File: config.mk
export PLATFORM = sky130hd
export DESIGN_NAME = rws_alu
export DESIGN_NICKNAME = d
export VERILOG_FILES = /design/src/hdl/rws_pkg.sv /design/src/hdl/rws_alu.sv
export SDC_FILE = /design/constraint.sdc
export NUM_CORES = 1
export LEC_CHECK = 0
export BUFFER_PORTS_ARGS = -buffer_cell sky130_fd_sc_hd__buf_2
export CORE_MARGIN = 1
export CORE_UTILIZATION = 35
export DETAILED_ROUTE_END_ITERATION = 10
export PLACE_DENSITY_LB_ADDON = 0.05
export SLEW_MARGIN = 40
export SYNTH_ARGS = -nofsm -noshare
export SYNTH_HDL_FRONTEND = slang
export SYNTH_SLANG_ARGS = --single-unit
export TNS_END_PERCENT = 1
File: constraint.sdc
create_clock -name vclk -period 6.6
set_clock_uncertainty 0.15 [all_clocks]
set_input_delay 0.33 -clock vclk [all_inputs]
set_output_delay 0.33 -clock vclk [all_outputs]
set_load 0.01 [all_outputs]
File: src/hdl/rws_pkg.sv
// Shared constants, types and helpers for the roulette wheel selector.
// No dependencies; imported by rws_alu and roulette_wheel_selector.
`timescale 1ns / 1ps

package rws_pkg;

	// population size and the widths that follow from it
	localparam int POP_MAX   = 256;
	localparam int IDX_W     = (POP_MAX > 2) ? $clog2(POP_MAX) : 1;
	localparam int CNT_W     = $clog2(POP_MAX + 1);

	// field widths
	localparam int FIT_W     = 32;
	localparam int FRAC_W    = 33;
	localparam int OUT_IDX_W = 8;

	// running sums reach POP_MAX * 2^32, one spare bit gives the adder a sign
	localparam int PFX_W     = FIT_W + CNT_W;
	localparam int ALU_W     = PFX_W + 1;

	// serial multiplier walks the low 32 bits of the fraction
	localparam int MUL_STEPS = 32;
	localparam int MCNT_W    = $clog2(MUL_STEPS);

	localparam logic [FRAC_W-1:0] FRAC_ONE   = FRAC_W'(64'h1_0000_0000);
	localparam logic [FIT_W-1:0]  FIT_MAX    = FIT_W'(32'h7FFF_FFFF);
	// one LSB of Q16.16 keeps every weight above zero
	localparam logic              WEIGHT_LSB = 1'b1;

	// opcodes of an input beat
	localparam logic OP_LOAD = 1'b0;
	localparam logic OP_DRAW = 1'b1;

	// operand set for the shared adder
	typedef struct packed {
		logic [ALU_W-1:0] a;
		logic [ALU_W-1:0] b;
		logic             inv_b;
		logic             cin;
	} alu_req_t;

	function automatic logic [ALU_W-1:0] sext_fit(input logic [FIT_W-1:0] v);
		sext_fit = {{(ALU_W - FIT_W){v[FIT_W-1]}}, v};
	endfunction

endpackage

File: src/hdl/rws_alu.sv
// Shared adder/subtractor of the roulette wheel selector.
// Depends on rws_pkg for the operand width and the request struct.
`timescale 1ns / 1ps

module rws_alu import rws_pkg::*; (
	input  alu_req_t         req,
	output logic [ALU_W-1:0] res
);

	logic [ALU_W-1:0] b_eff;

	assign b_eff = req.inv_b ? ~req.b : req.b;
	assign res   = req.a + b_eff + ALU_W'(req.cin);

endmodule
==> metrics.yaml <==
run_status: "completed"
required_ps: 6120
setup_viol: 0
dp_hpwl_mm: 6.37
antenna_found_initial: 0
p_leak_nw: 1.69
post_dp_cell_area_um2: 3410
dr_wl_met3_um: 396
grt_overflow: 0
first_global_vias: 2803
min_from: "req[44]"
vias: 3000
criticalPathCategory: "in2out"
synthToLayoutAreaGrowth_pct: 26.4
max_clock_freq_mhz: 239
met2_length_mm: 3.29
pwr_density_cell_nw_per_um2: 161
hp-class: "in2out"
yosysSeqAreaShare: 0
portBuffers: 128
path_max_fanout: 20
grt_use_total: 0.181
die_w_um: 89.8
drv_slew: 0
arrival_ps: 3710
nClkBuffers: 0
yosys.cell_types.count: 50
finalSetupTns_ps: 0
avgSynthCellArea_um2: 7.42
gp_congestion: 0.804
hold_viol: 0
drtIter0Drc: 68
fin_nets: 606
syn_inst: 363
stdcell_area_um2: 3410
nFlopsAndLatches: 0
slew_headroom: 0.637
drv_cap: 0
viasPerCell: 5.22
core_um2: 7330
postCtsHoldBufs: 0
ant_nets: 0
firstDrtPassIters: 4
drive_gt1_frac: 0.307
dr.max_layer_used: "met3"
cts_resized: 0
cp-start-kind: "input pin"
grt_max_degree: 24
antenna_cells: 0
end_kind: "output pin"
worst_pin_slew_ps: 545
yosys_warnings: 0
post-cts-setup-buffers: 0
whs_path_depth: 3
ioPinCount: 128
grt_pass1_wl_mm: 12.9
synth_area_um2: 2700
holdPathEnd: "res[0]"
peakVddDrop_mv: 0.0853
wl_per_cell_um: 13.0
power_mw: 0.548
die-area_um2: 8060
met1Wirelength_mm: 3.76
routed_wl_mm: 7.45
num_rows: 31
dieHeight_um: 89.8
rsz0062_at_grt: "no"
final.min_clock_period_ps: 4190
synthesis.nets: 491
initial_core_util: 0.368
drc: 0
seq_area_um2: 0
period_share: 0.635
## critical path, cell delays in order
cell and delay [ps]:
buf_2 440, xor2_1 160, fa_1 420, fa_1 420, a21o_1 220, a221oi_2 400
o41a_1 230, a21oi_1 100, o21ai_1 220, o21ai_1 140, a211oi_1 320, xnor2_1 160
buf_2 150
## cell type report
cell class / instances / area, µm²
Fill cell: 817 / 3930
Inverter: 9 / 33.8
Multi-Input combinational cell: 338 / 2600
Tap cell: 99 / 124
Timing Repair Buffer: 129 / 648
## cells by family (layout without fill, tap and decap cells)
family,Yosys count,after routing,synth area share
XOR/XNOR,82,82,0.266
adder cells (fa/ha/maj),42,42,0.201
AO/OA/AOI/OAI,126,126,0.333
AND/OR/NAND/NOR,88,88,0.165
buffers and inverters,25,138,0.0353
## worst max-delay path by stage
stage / startpoint / end / cells after the start
2_1_floorplan: req[1] / res[40] / 13
3_3_place_gp: req[1] / res[40] / 13
3_5_place_dp: req[1] / res[40] / 13
4_1_cts: req[1] / res[40] / 13
5_1_grt: req[1] / res[32] / 13
6_report: req[1] / res[28] / 13
## cells in the mapped netlist, types with 5 or more instances
master    count  area [µm²]
ha_1         40         500
o21ai_0      11        55.1
nor2_1       19        71.3
a21o_1       19         143
o21bai_1      7        52.6
inv_1         9        33.8
xor2_1       55         482
nand4_1       7        43.8
xnor2_1      27         236
a31oi_1       5        31.3
nand2_1      33         124
clkbuf_1     11        41.3
a21oi_1      44         220
## cell usage in the layout, fill, tap and decap left out, drive strengths merged, types with 3 or more instances in the layout
cell type,Yosys,layout
a211oi,3,3
a31o,3,3
ha,40,40
inv,9,9
o211ai,3,3
and3,4,4
nor2,19,19
nand2b,4,4
nand3,4,4
a31oi,5,5
o21ai,15,15
a21oi,48,48
o21bai,7,7
a21o,19,19
xnor2,27,27
nor3,5,5
nand4,8,8
buf,5,129
and4,3,3
o2111ai,3,3
o31ai,7,7
nand2,33,33
xor2,55,55
## through the flow
stage / utilization / worst slack [ps] / instances / hold slack, ps
after floorplan: - / 2690 / 363 / 698
after global placement: 0.465 / 2480 / 575 / 864
after detailed placement: 0.465 / 2390 / 575 / 871
after CTS: 0.465 / 2380 / 575 / 871
after global routing: 0.465 / 2110 / 575 / 887
final: 0.465 / 2410 / 575 / 864
## where the power goes
part	switching, mW	internal (mW)	leakage (nW)
clock	0	0	0
sequential	0	0	0
combinational	0.311	0.237	1.69
total	0.311	0.237	1.69
## per-layer routing
metal	up-vias	GRT usage
met2	102	0.301
li1	1568	-
met4	0	0.00546
met5	-	0
met1	1330	0.266
met3	0	0.0152
Note: power is estimated with default switching activity, not from simulation.
